==> config.mk <==
export PLATFORM = sky130hd
export DESIGN_NAME = fsla_ctrl
export DESIGN_NICKNAME = d
export VERILOG_FILES = /design/src/sv/assert_macros.svh /design/src/sv/fsla_pkg.sv /design/src/sv/fsla_ctrl.sv
export SDC_FILE = /design/constraint.sdc
export NUM_CORES = 1
export LEC_CHECK = 0
export BUFFER_PORTS_ARGS = -buffer_cell sky130_fd_sc_hd__buf_2
export CAP_MARGIN = 15
export CORE_AREA = 8 8 45 47
export CTS_CLUSTER_SIZE = 30
export DETAILED_ROUTE_END_ITERATION = 12
export DIE_AREA = 0 0 53 55
export GPL_ROUTABILITY_DRIVEN = 0
export PLACE_DENSITY_LB_ADDON = 0.25
export SKIP_CTS_REPAIR_TIMING = 1
export SLEW_MARGIN = 20
export SYNTH_ARGS = -nofsm -noshare
export SYNTH_HDL_FRONTEND = slang
export SYNTH_SLANG_ARGS = --single-unit
==> constraint.sdc <==
create_clock -name clock -period 1.6 [get_ports clock]
set_input_delay 0.32 -clock clock [delete_from_list [all_inputs] [get_ports clock]]
set_output_delay 0.32 -clock clock [all_outputs]
set_load 0.005 [all_outputs]
==> src/sv/assert_macros.svh <==
// Assertion macros for the free-list slot allocator files.
// Depends on nothing; included by the files that carry assertions.
`ifndef ASSERT_MACROS_SVH
`define ASSERT_MACROS_SVH

// The consequent must hold in the same cycle as the antecedent.
`define ASSERT_SAME(label, clk, rst, ante, cons) \
   label: assert property (@(posedge clk) disable iff (rst) (ante) |-> (cons)) \
      else $error("Assertion failed in the slot allocator.");

// The consequent must hold in the cycle after the antecedent.
`define ASSERT_NEXT(label, clk, rst, ante, cons) \
   label: assert property (@(posedge clk) disable iff (rst) (ante) |=> (cons)) \
      else $error("Assertion failed in the slot allocator.");

`endif

==> src/sv/fsla_pkg.sv <==
// Package for the free-list slot allocator: default size, transaction kind codes,
// controller states and the command and status structs. Depends on nothing.
package fsla_pkg;

   localparam int SLOTS_DEFAULT = 1024;

   localparam logic KIND_ALLOC = 1'b0;
   localparam logic KIND_FREE  = 1'b1;

   typedef enum logic [1:0] {
      ST_INIT,
      ST_IDLE,
      ST_POP
   } state_type;

   typedef struct packed {
      logic init_write;
      logic accept;
      logic push;
      logic pop_issue;
      logic pop_load;
   } cmd_type;

   typedef struct packed {
      logic init_last;
      logic head_ok;
      logic idx_ok;
      logic out_free;
   } status_type;

endpackage

==> src/sv/fsla_ctrl.sv <==
// Controller of the free-list slot allocator: link store initialisation sweep,
// request acceptance and the pop sequence. Depends on fsla_pkg.
module fsla_ctrl
   import fsla_pkg::*;
(
   input  logic       clock,
   input  logic       reset,
   input  logic       req_valid,
   input  logic       req_kind,
   input  status_type status,
   output cmd_type    cmd,
   output logic       req_stall
);

   state_type state_ff;
   state_type state_in;
   logic      accept;

   assign accept = (state_ff == ST_IDLE) && req_valid && status.out_free;

   always_ff @(posedge clock) begin
      if (reset) begin
         state_ff <= ST_INIT;
      end else begin
         state_ff <= state_in;
      end
   end

   always_comb begin
      state_in = state_ff;
      unique case (state_ff)
         ST_INIT: begin
            if (status.init_last) begin
               state_in = ST_IDLE;
            end
         end
         ST_IDLE: begin
            if (accept && (req_kind == KIND_ALLOC) && status.head_ok) begin
               state_in = ST_POP;
            end
         end
         ST_POP: begin
            state_in = ST_IDLE;
         end
         default: begin
            state_in = ST_INIT;
         end
      endcase
   end

   always_comb begin
      cmd       = '0;
      req_stall = 1'b1;
      unique case (state_ff)
         ST_INIT: begin
            cmd.init_write = 1'b1;
         end
         ST_IDLE: begin
            req_stall     = !status.out_free;
            cmd.accept    = accept;
            cmd.push      = accept && (req_kind == KIND_FREE) && status.idx_ok;
            cmd.pop_issue = accept && (req_kind == KIND_ALLOC) && status.head_ok;
         end
         ST_POP: begin
            cmd.pop_load = 1'b1;
         end
         default: begin
            cmd = '0;
         end
      endcase
   end

endmodule

* Word level (Yosys, flattened, before mapping)
Cells that the tools add are included.
** Operators by class
- Eq/ne operators :: 4
- Bitwise operators :: 1
- Mux-type cells :: 7
- Reductions and logical operators :: 9
** Operators by type and width (number)
- 1-bit logical AND :: 6
- 2-bit one-hot mux with 3 select lines :: 1
- 2-bit 2-to-1 mux :: 2
- 1-bit 2-to-1 mux :: 3
- 3-bit 2-to-1 mux :: 1
- 2-bit by 1-bit == test with 1-bit output, second input constant :: 1
- 2-bit == test, second input constant :: 1
- 2-bit zero test :: 1
- 2-bit by 1-bit inequality test with 1-bit output, second input constant :: 1
- 2-bit inequality test, second input constant :: 1
- 2-bit AND reduction :: 1
- 1-bit zero test :: 1
- 1-bit inverter :: 1
** Word-level totals
- Word-level logic and storage cells :: 22
- Output and inout bits :: 6
- Register bits :: 2

* Logic depth before layout (Yosys ltp)
Gate-level depths: netlist of run 1.
- Depth after elaboration :: 7
- Mapped depth :: 2
- Mapped depth without buffers :: 2

* Worst setup path before layout of run 1
No wires, ideal clock.
- Path type :: reg2out
- Start point :: register state_ff[0]
- End point :: output port cmd[2] (netlist name)
- Arrival :: 0.774 ns
- Setup slack :: 0.506 ns
- Stages on the path, launching flop included :: 3
- Cell sequence :: dfxtp_1 > and4b_1 > and3_1
** RTL lines
- start, declared :: line fsla_ctrl.sv:15 : state_type state_ff;
- start signal, assigned :: line fsla_ctrl.sv:25 : state_ff <= state_in;
- end, declared :: line fsla_ctrl.sv:11 : output cmd_type cmd,

==> results of run 1 <==
[kinds of logic (layout without fill, tap and decap cells)]
logic type | count (synthesis) | in the layout | synth area share, %
buf+inv | 0 | 16 | 0
flops | 2 | 2 | 31.7
compound gates | 1 | 1 | 6.93
simple gates | 12 | 12 | 61.4
[through the flow]
step	setup slack, ns	power, mW	hold WS (ns)
floorplan	0.506	0.0730	0.399
global placement	0.382	0.0937	0.531
detailed placement	0.373	0.0933	0.535
CTS	0.128	0.209	0.300
global route	0.0531	0.223	0.306
finish	0.139	0.201	0.305
[power breakdown]
group	total [mW]	internal, mW	switching, mW
logic	0.0329	0.0195	0.0134
clock network	0.109	0.0825	0.0261
registers	0.0591	0.0537	0.00539
total	0.201	0.156	0.0449
[critical path, cell delays in order (launching register included)]
cell,delay (ns)
dfxtp_1,0.41
and4b_1,0.23
and3_1,0.17
buf_2,0.12
[layout make-up]
type | count | area [µm²] | share of cell area [%]
clock buffers | 3 | 22.5 | 9.63
multi-input cells | 13 | 86.3 | 36.9
flip-flops and latches | 2 | 40.0 | 17.1
well taps | 16 | 20.0 | 8.56
repair buffers | 13 | 65.1 | 27.8
[synthesized netlist by cell type]
cell type and number:
nor2_1 3, dfxtp_1 2, a22o_1 1, and2b_2 1
and3_1 1, and4b_1 1, nand2b_1 1, nand3b_1 1
nand4b_1 1, nor3_1 1, nor3b_1 1, or2_0 1
[metal layers]
layer	vias up	GRT usage [%]	part of all wire [%]	routed length (µm)
met5	-	0	0	0
met3	0	5.35	22	111
met2	13	4.69	38	192
met1	70	3.48	40	204
met4	0	3.88	0	0
li1	88	-	-	-
[worst max path at each step]
| stage | depth (start not counted) | slack (ns) | to | from |
|---|---|---|---|---|
| floorplan | 2 | 0.51 | cmd[2] | state_ff[0]$_SDFFE_PP0P_ |
| global placement | 4 | 0.38 | cmd[1] | req_kind |
| detailed placement | 3 | 0.37 | cmd[2] | state_ff[1]$_SDFFE_PP0P_ |
| CTS | 3 | 0.13 | cmd[2] | state_ff[1]$_SDFFE_PP0P_ |
| global route | 3 | 0.05 | cmd[2] | state_ff[1]$_SDFFE_PP0P_ |
| finish | 3 | 0.14 | cmd[2] | state_ff[1]$_SDFFE_PP0P_ |
==> flow_summary.yaml, run 1 <==
die:
  rows: 14
  fp.dieArea_um2: 2920
  die_width_um: 53
  die_h_um: 55
  initial_core_util_pct: 9.13
  core_um2: 1380
  ioPinCount: 14
place:
  dp_hpwl_um: 413
  port_buffers: 13
  dpl.cell_count: 44
  placed_area_um2: 211
yosys:
  syn_nets: 23
  synthTopCellsByArea: "dfxtp_1 32%, nor2_1 8.9%, and4b_1 7.9%, a22o_1 6.9%, and2b_2 6.9%"
  syn-cell-area_um2: 126
  syn_inst: 15
  syn_area_per_cell_um2: 8.42
  yosysUniqueCellTypes: 12
  synth.top_cell.area_share_pct: 31.7
  yosysTopAreaCell: "dfxtp_1"
  seq_area_frac_synth_pct: 31.7
  synth_seq_cells: 2
  synth_warnings: 0
final_layout:
  n_antenna_cell: 0
  largest_register_ffs: 2
  final_cells: 47
  final_common_cell: "buf_2"
  top_regs: "state_ff (2)"
  drive_gt1_share_pct: 54.8
  largest_register: "state_ff"
  finalNetCount: 41
  fillers: 167
  mostFrequentLayoutCells: "13 x buf_2, 3 x nor2_1, 3 x clkbuf_4, 2 x dfxtp_1"
  final_core_util_pct: 16.9
  fin_area_um2: 234
  area_growth_pct: 85.1
critical_path:
  crit_required_ns: 1.28
  reg2reg_to: "state_ff[0]$_SDFFE_PP0P_"
  critPathArrivalTime_ns: 1.14
  critical_path_class: "flip-flop to primary output"
  rr_startpoint: "state_ff[1]$_SDFFE_PP0P_"
  start_kind: "flip-flop"
  r2r_slack_ns: 0.70
  end_kind: "primary output"
  r2r_cells: 2
  worst-path-max-fanout: 7
cts:
  cts_buffer_depth: 2
  cts_tree: "built"
  worstSkewPairLatency_ns: 0.22
  path_clk_slew_ns: 0.03
  numClockSinks: 2
  cts_root_buf: "clkbuf_4"
  htree_num_levels: 1
  cts_buffers: 3
sta:
  finalCriticalPeriod_ns: 1.46
  max_freq_mhz: 684
  clock-skew-final_ns: 0.000507
  rsz0062_at_grt: "no"
  setup_viol: 0
  slew_headroom_pct: 86.1
  tightest_slew_ns: 0.209
  fin_crit_sh_pct: 91.3
  slew_violations: 0
  tns_ns: 0
  hold_viol_final: 0
routing:
  drt_first_pass_iters: 2
  drt_iter0_markers: 1
  wire_per_inst_um: 10.8
  wirelength_um: 508
  antenna_left: 0
  drc_errors: 0
  vias: 171
  vias_per_cell: 3.64
global_route:
  grt_overflow_total: 0
  antenna_found_initial: 0
  grt_usage_pct: 4.15
  grt_pass1_vias: 176
  grt_pass1_wl_um: 800
  grt_max_degree: 8
power_and_ir_drop:
  pwr_density_cell_nw_per_um2: 857
  ir_worst_vdd_uv: 145
  p_leak_nw: 0.121
status:
  status: "finished clean"
worst_hold_path:
  min_from: "reset"
  holdPathEnd: "state_ff[1]$_SDFFE_PP0P_"
  hp-class: "input pin to flip-flop"
  whs_path_depth: 2
flow_run:
  cap_violations: 0
Power figures use the tool's default switching activity.
==> run 2, diff against run 1 <==
--- a/config.mk
+++ b/config.mk
@@ -5,6 +5,7 @@
 export SDC_FILE = /design/constraint.sdc
 export NUM_CORES = 1
 export LEC_CHECK = 0
+export ABC_AREA = 1
 export BUFFER_PORTS_ARGS = -buffer_cell sky130_fd_sc_hd__buf_2
 export CAP_MARGIN = 15
 export CORE_AREA = 8 8 45 47
==> run 2 against run 1 <==
Flip-flop and latch count is the same. First-iteration DRC count stayed put. Power shrank 3.2%. Cell count increased by 6.4%. Synthesized cell count up 20%. Clock power barely moved. Core utilization is 0.45 points lower. Synthesized area is 5.0% lower. Non-clock buffer count unchanged.
==> flow_summary.yaml, run 2 <==
cts:
  path_clk_slew_ns: 0.03
  numClockSinks: 2
  cts_buffers: 3
  cts_tree: "built"
  cts_buffer_depth: 2
  htree_num_levels: 1
  cts_root_buf: "clkbuf_4"
  worstSkewPairLatency_ns: 0.22
yosys:
  yosysMostFrequentCell: "nor2_1"
  synth_commonest_cells: "4 x nor2_1, 3 x inv_1, 3 x nand2_1"
  synthFlopType: "dfxtp_1"
  yosysUniqueCellTypes: 9
  synth_seq_cells: 2
  seq_area_frac_synth_pct: 33.3
  synth.top_cell.area_share_pct: 33.3
  syn-cell-area_um2: 120
  synthTopCellsByArea: "dfxtp_1 33%, nor2_1 13%, o21bai_1 13%, nand4_2 10%, inv_1 9.4%"
  syn_nets: 26
  synthArstFlopShare_pct: 0
  synth_edf_count: 0
  syn_inst: 18
  syn_area_per_cell_um2: 6.67
  synth_warnings: 0
  yosysTopAreaCell: "dfxtp_1"
final_layout:
  top_regs: "state_ff (2)"
  final_common_cell: "buf_2"
  fillers: 159
  final_core_util_pct: 16.5
  n_antenna_cell: 0
  largest_register: "state_ff"
  multi_input_area_um2: 68.8
  area_growth_pct: 89.6
  drive_gt1_share_pct: 50.0
  mostFrequentLayoutCells: "13 x buf_2, 4 x nor2_1, 3 x nand2_1, 3 x inv_1, 3 x clkbuf_4"
  finalNetCount: 44
  seq_area_um2: 40.0
  largest_register_ffs: 2
place:
  port_buffers: 13
  dp_hpwl_um: 386
routing:
  drt_iter0_markers: 1
  wirelength_um: 457
  antenna_left: 0
  vias_per_cell: 3.28
  drt_first_pass_iters: 4
  drc_errors: 0
  vias: 164
  wire_per_inst_um: 9.14
critical_path:
  crit_chain: "nand4_2, nor2_1, buf_2"
  r2r_slack_ns: 0.66
  crit_required_ns: 1.28
  worst_path_max_delay_cell: "dfxtp_1"
  critical_path_class: "flip-flop to primary output"
  reg2reg_to: "state_ff[0]$_SDFFE_PP0P_"
  r2r_cells: 3
  rr_startpoint: "state_ff[0]$_SDFFE_PP0P_"
  critPathArrivalTime_ns: 1.05
  critical_path.max_stage_delay_ns: 0.42
  end_kind: "primary output"
  critPathLaunch: "state_ff[0]$_SDFFE_PP0P_"
  critPathCapture: "cmd[2]"
  start_kind: "flip-flop"
  worst-path-max-fanout: 6
sta:
  slew_headroom_pct: 86.0
  clock-skew-final_ns: 0.000286
  slew_violations: 0
  hold_viol_final: 0
  tns_ns: 0
  rsz0062_at_grt: "no"
  max_freq_mhz: 728
  fin_crit_sh_pct: 85.8
  tightest_slew_ns: 0.209
  setup_viol: 0
  finalCriticalPeriod_ns: 1.37
status:
  status: "finished clean"
die:
  die_width_um: 53
  fp.dieArea_um2: 2920
  rows: 14
  core_um2: 1380
  initial_core_util_pct: 8.68
  die_h_um: 55
  ioPinCount: 14
power_and_ir_drop:
  p_int_mw: 0.151
  p_leak_nw: 0.129
  pwr_density_cell_nw_per_um2: 852
  ir_worst_vdd_uv: 240
  p_seq_share_pct: 29.1
  swShare_pct: 22.2
  clkPwrFrac_pct: 56.5
  p_switching_mw: 0.0430
  power_frac_comb_pct: 14.4
global_route:
  grt_overflow_total: 0
  antenna_found_initial: 0
  grt_pass1_vias: 197
  grt_usage_pct: 4.04
  grt_pass1_wl_um: 800
  grt_max_degree: 7
worst_hold_path:
  hp-class: "input pin to flip-flop"
  whs_path_depth: 2
  min_from: "reset"
flow_run:
  cap_violations: 0
==> run 2: power by group through the flow <==
stage | Combinational, mW | Clock [mW] | Sequential [mW]
finish | 0.0279 | 0.110 | 0.0565
detailed placement | 0.0283 | 0 | 0.0569
CTS | 0.0286 | 0.117 | 0.0564
global route | 0.0327 | 0.120 | 0.0575
global placement | 0.0288 | 0 | 0.0571
floorplan | 0.0122 | 0 | 0.0562
==> run 2: layout make-up <==
class	count	share of cell area, %
multi-input combinational	13	30.2
clock buffer	3	9.89
tap	16	8.79
timing repair buffer	13	28.6
sequential	2	17.6
inverter	3	4.95
==> run 2: cells by family after synthesis <==
family / Yosys count / synth area share (%)
flip-flops: 2 / 33.3
AND/OR/NAND/NOR: 10 / 40.6
buffers and inverters: 3 / 9.37
AO/OA/AOI/OAI: 3 / 16.7
==> run 2: stage by stage <==
step / total power [mW] / cells / hold slack, ns / setup slack (ns) / cell area, µm²
6_report: 0.194 / 50 / 0.267 / 0.227 / 228
5_1_grt: 0.210 / 50 / 0.268 / 0.0883 / 228
4_1_cts: 0.202 / 50 / 0.258 / 0.214 / 228
3_5_place_dp: 0.0853 / 47 / 0.495 / 0.465 / 205
3_3_place_gp: 0.0859 / 47 / 0.502 / 0.446 / 205
2_1_floorplan: 0.0683 / 18 / 0.389 / 0.620 / 120
==> run 2: routing by layer <==
layer	vias to the layer above	routed length [µm]	global-route usage (%)
li1	91	-	-
met5	-	0	0
met4	0	0	1.29
met1	60	260	4.99
met3	0	93	5.35
met2	13	103	3.52
==> run 2: worst max-delay path: cells and delay by family (launching register included) <==
kind          cells  cell delay, ns
simple gates      2            0.29
buf+inv           1            0.12
flops             1            0.42
==> run 2: worst min-delay path by stage <==
stage,slack (ns),end
after floorplan,0.39,state_ff[0]$_SDFFE_PP0P_
after global placement,0.50,state_ff[0]$_SDFFE_PP0P_
after detailed placement,0.50,state_ff[0]$_SDFFE_PP0P_
after CTS,0.26,state_ff[0]$_SDFFE_PP0P_
after global routing,0.27,state_ff[0]$_SDFFE_PP0P_
final,0.27,state_ff[0]$_SDFFE_PP0P_
==> run 3, diff against run 2 <==
--- a/config.mk
+++ b/config.mk
@@ -5,13 +5,15 @@
 export SDC_FILE = /design/constraint.sdc
 export NUM_CORES = 1
 export LEC_CHECK = 0
-export ABC_AREA = 1
+export ABC_AREA = 0
 export BUFFER_PORTS_ARGS = -buffer_cell sky130_fd_sc_hd__buf_2
 export CAP_MARGIN = 15
-export CORE_AREA = 8 8 45 47
+export CELL_PAD_IN_SITES_DETAIL_PLACEMENT = 1
+export CELL_PAD_IN_SITES_GLOBAL_PLACEMENT = 1
+export CORE_AREA = 2 2 39 41
 export CTS_CLUSTER_SIZE = 30
 export DETAILED_ROUTE_END_ITERATION = 12
-export DIE_AREA = 0 0 53 55
+export DIE_AREA = 0 0 41 43
 export GPL_ROUTABILITY_DRIVEN = 0
 export PLACE_DENSITY_LB_ADDON = 0.25
 export SKIP_CTS_REPAIR_TIMING = 1
==> run 3 against run 2 <==
Non-clock buffer count unchanged. Die area decreased by 40%. Routed wire length increased by 7.0%. Sequential power increased by 4.2%. Sequential share of layout area decreased by 0.47 points. Clock skew increased by 0.0047 ns. Fmax decreased by 6.2%.
==> flow_summary.yaml, run 3 (synthesized netlist as in run 1, its figures left out) <==
status:
  status: "finished clean"
final_layout:
  final_core_util_pct: 16.9
  top_regs: "state_ff (2)"
  largest_register: "state_ff"
  final_cells: 47
  fin_area_um2: 234
  n_antenna_cell: 0
  drive_gt1_share_pct: 54.8
  finalNetCount: 41
  final_common_cell: "buf_2"
  area_growth_pct: 85.1
  mostFrequentLayoutCells: "13 x buf_2, 3 x nor2_1, 3 x clkbuf_4, 2 x dfxtp_1"
  largest_register_ffs: 2
critical_path:
  end_kind: "primary output"
  critical_path.max_stage_delay_ns: 0.40
  reg2reg_to: "state_ff[0]$_SDFFE_PP0P_"
  rr_startpoint: "state_ff[1]$_SDFFE_PP0P_"
  r2r_cells: 2
  critPathArrivalTime_ns: 1.14
  worst-path-max-fanout: 7
  critical_path_class: "flip-flop to primary output"
  start_kind: "flip-flop"
  worst_path_max_delay_cell: "dfxtp_1"
  critPathBufInv: 1
  path_delay_family: "simple AND/OR/NAND/NOR gates"
  r2r_slack_ns: 0.72
  crit_chain: "and4b_1, and3_1, buf_2"
  crit_required_ns: 1.28
worst_hold_path:
  whs_path_depth: 2
  hp-class: "input pin to flip-flop"
  min_from: "reset"
  holdPathEnd: "state_ff[1]$_SDFFE_PP0P_"
die:
  rows: 14
  die_h_um: 43
  fp.dieArea_um2: 1760
  die_width_um: 41
  initial_core_util_pct: 9.13
  ioPinCount: 14
  core_um2: 1380
sta:
  fin_crit_sh_pct: 91.5
  tns_ns: 0
  hold_viol_final: 0
  max_freq_mhz: 683
  whs_ns: 0.313
  fin_ws_ns: 0.136
  setup_viol: 0
  rsz0062_at_grt: "no"
  clock-skew-final_ns: 0.00504
  slew_violations: 0
  finalCriticalPeriod_ns: 1.46
  tightest_slew_ns: 0.202
  slew_headroom_pct: 86.5
global_route:
  antenna_found_initial: 0
  grt_pass1_vias: 193
  grt_overflow_total: 0
  grt_pass1_wl_um: 710
  grt_usage_pct: 6.51
  grt_max_degree: 8
cts:
  cts_root_buf: "clkbuf_4"
  htree_num_levels: 1
  cts_tree: "built"
  cts_buffers: 3
  path_clk_slew_ns: 0.03
  worstSkewPairLatency_ns: 0.22
  numClockSinks: 2
  cts_buffer_depth: 2
routing:
  drc_errors: 0
  drt_first_pass_iters: 2
  vias: 193
  wirelength_um: 489
  vias_per_cell: 4.11
  drt_iter0_markers: 2
  antenna_left: 0
  wire_per_inst_um: 10.4
power_and_ir_drop:
  pwr_density_cell_nw_per_um2: 851
  ir_worst_vdd_uv: 548
  power_mw: 0.199
  p_leak_nw: 0.121
place:
  dp_slack_ns: 0.338
  port_buffers: 13
  placed_area_um2: 211
  dpl.cell_count: 44
flow_run:
  cap_violations: 0
-- run 3: where the power goes --
part | total, mW | internal [mW] | switching (mW) | leakage (nW)
Clock | 0.107 | 0.0824 | 0.0243 | 0.0138
Sequential | 0.0589 | 0.0537 | 0.00519 | 0.0164
Combinational | 0.0335 | 0.0195 | 0.0140 | 0.0906
-- run 3: routing by layer --
metal / wire length, µm / share of wire (%) / track usage [%] / up-vias
met5: 0 / 0 / 0 / -
met4: 0 / 0 / 2.00 / 0
met3: 66 / 13 / 4.71 / 0
met2: 246 / 50 / 11.6 / 16
met1: 176 / 36 / 5.11 / 88
li1: - / - / - / 89
-- run 3: area by class of cell --
class	count	area, µm²
Clock buffer	3	22.5
Fill cell	173	1150
Multi-Input combinational cell	13	86.3
Sequential cell	2	40.0
Tap cell	16	20.0
Timing Repair Buffer	13	65.1
-- run 3: how the worst max path moves through the flow --
stage	startpoint	to	slack, ns	cells past startpoint
CTS	state_ff[1]$_SDFFE_PP0P_	cmd[2]	0.11	3
finish	state_ff[1]$_SDFFE_PP0P_	cmd[2]	0.14	3
global placement	req_valid	cmd[2]	0.40	4
floorplan	state_ff[0]$_SDFFE_PP0P_	cmd[2]	0.51	2
detailed placement	state_ff[1]$_SDFFE_PP0P_	cmd[2]	0.34	3
global route	state_ff[0]$_SDFFE_PP0P_	cmd[2]	0.02	3
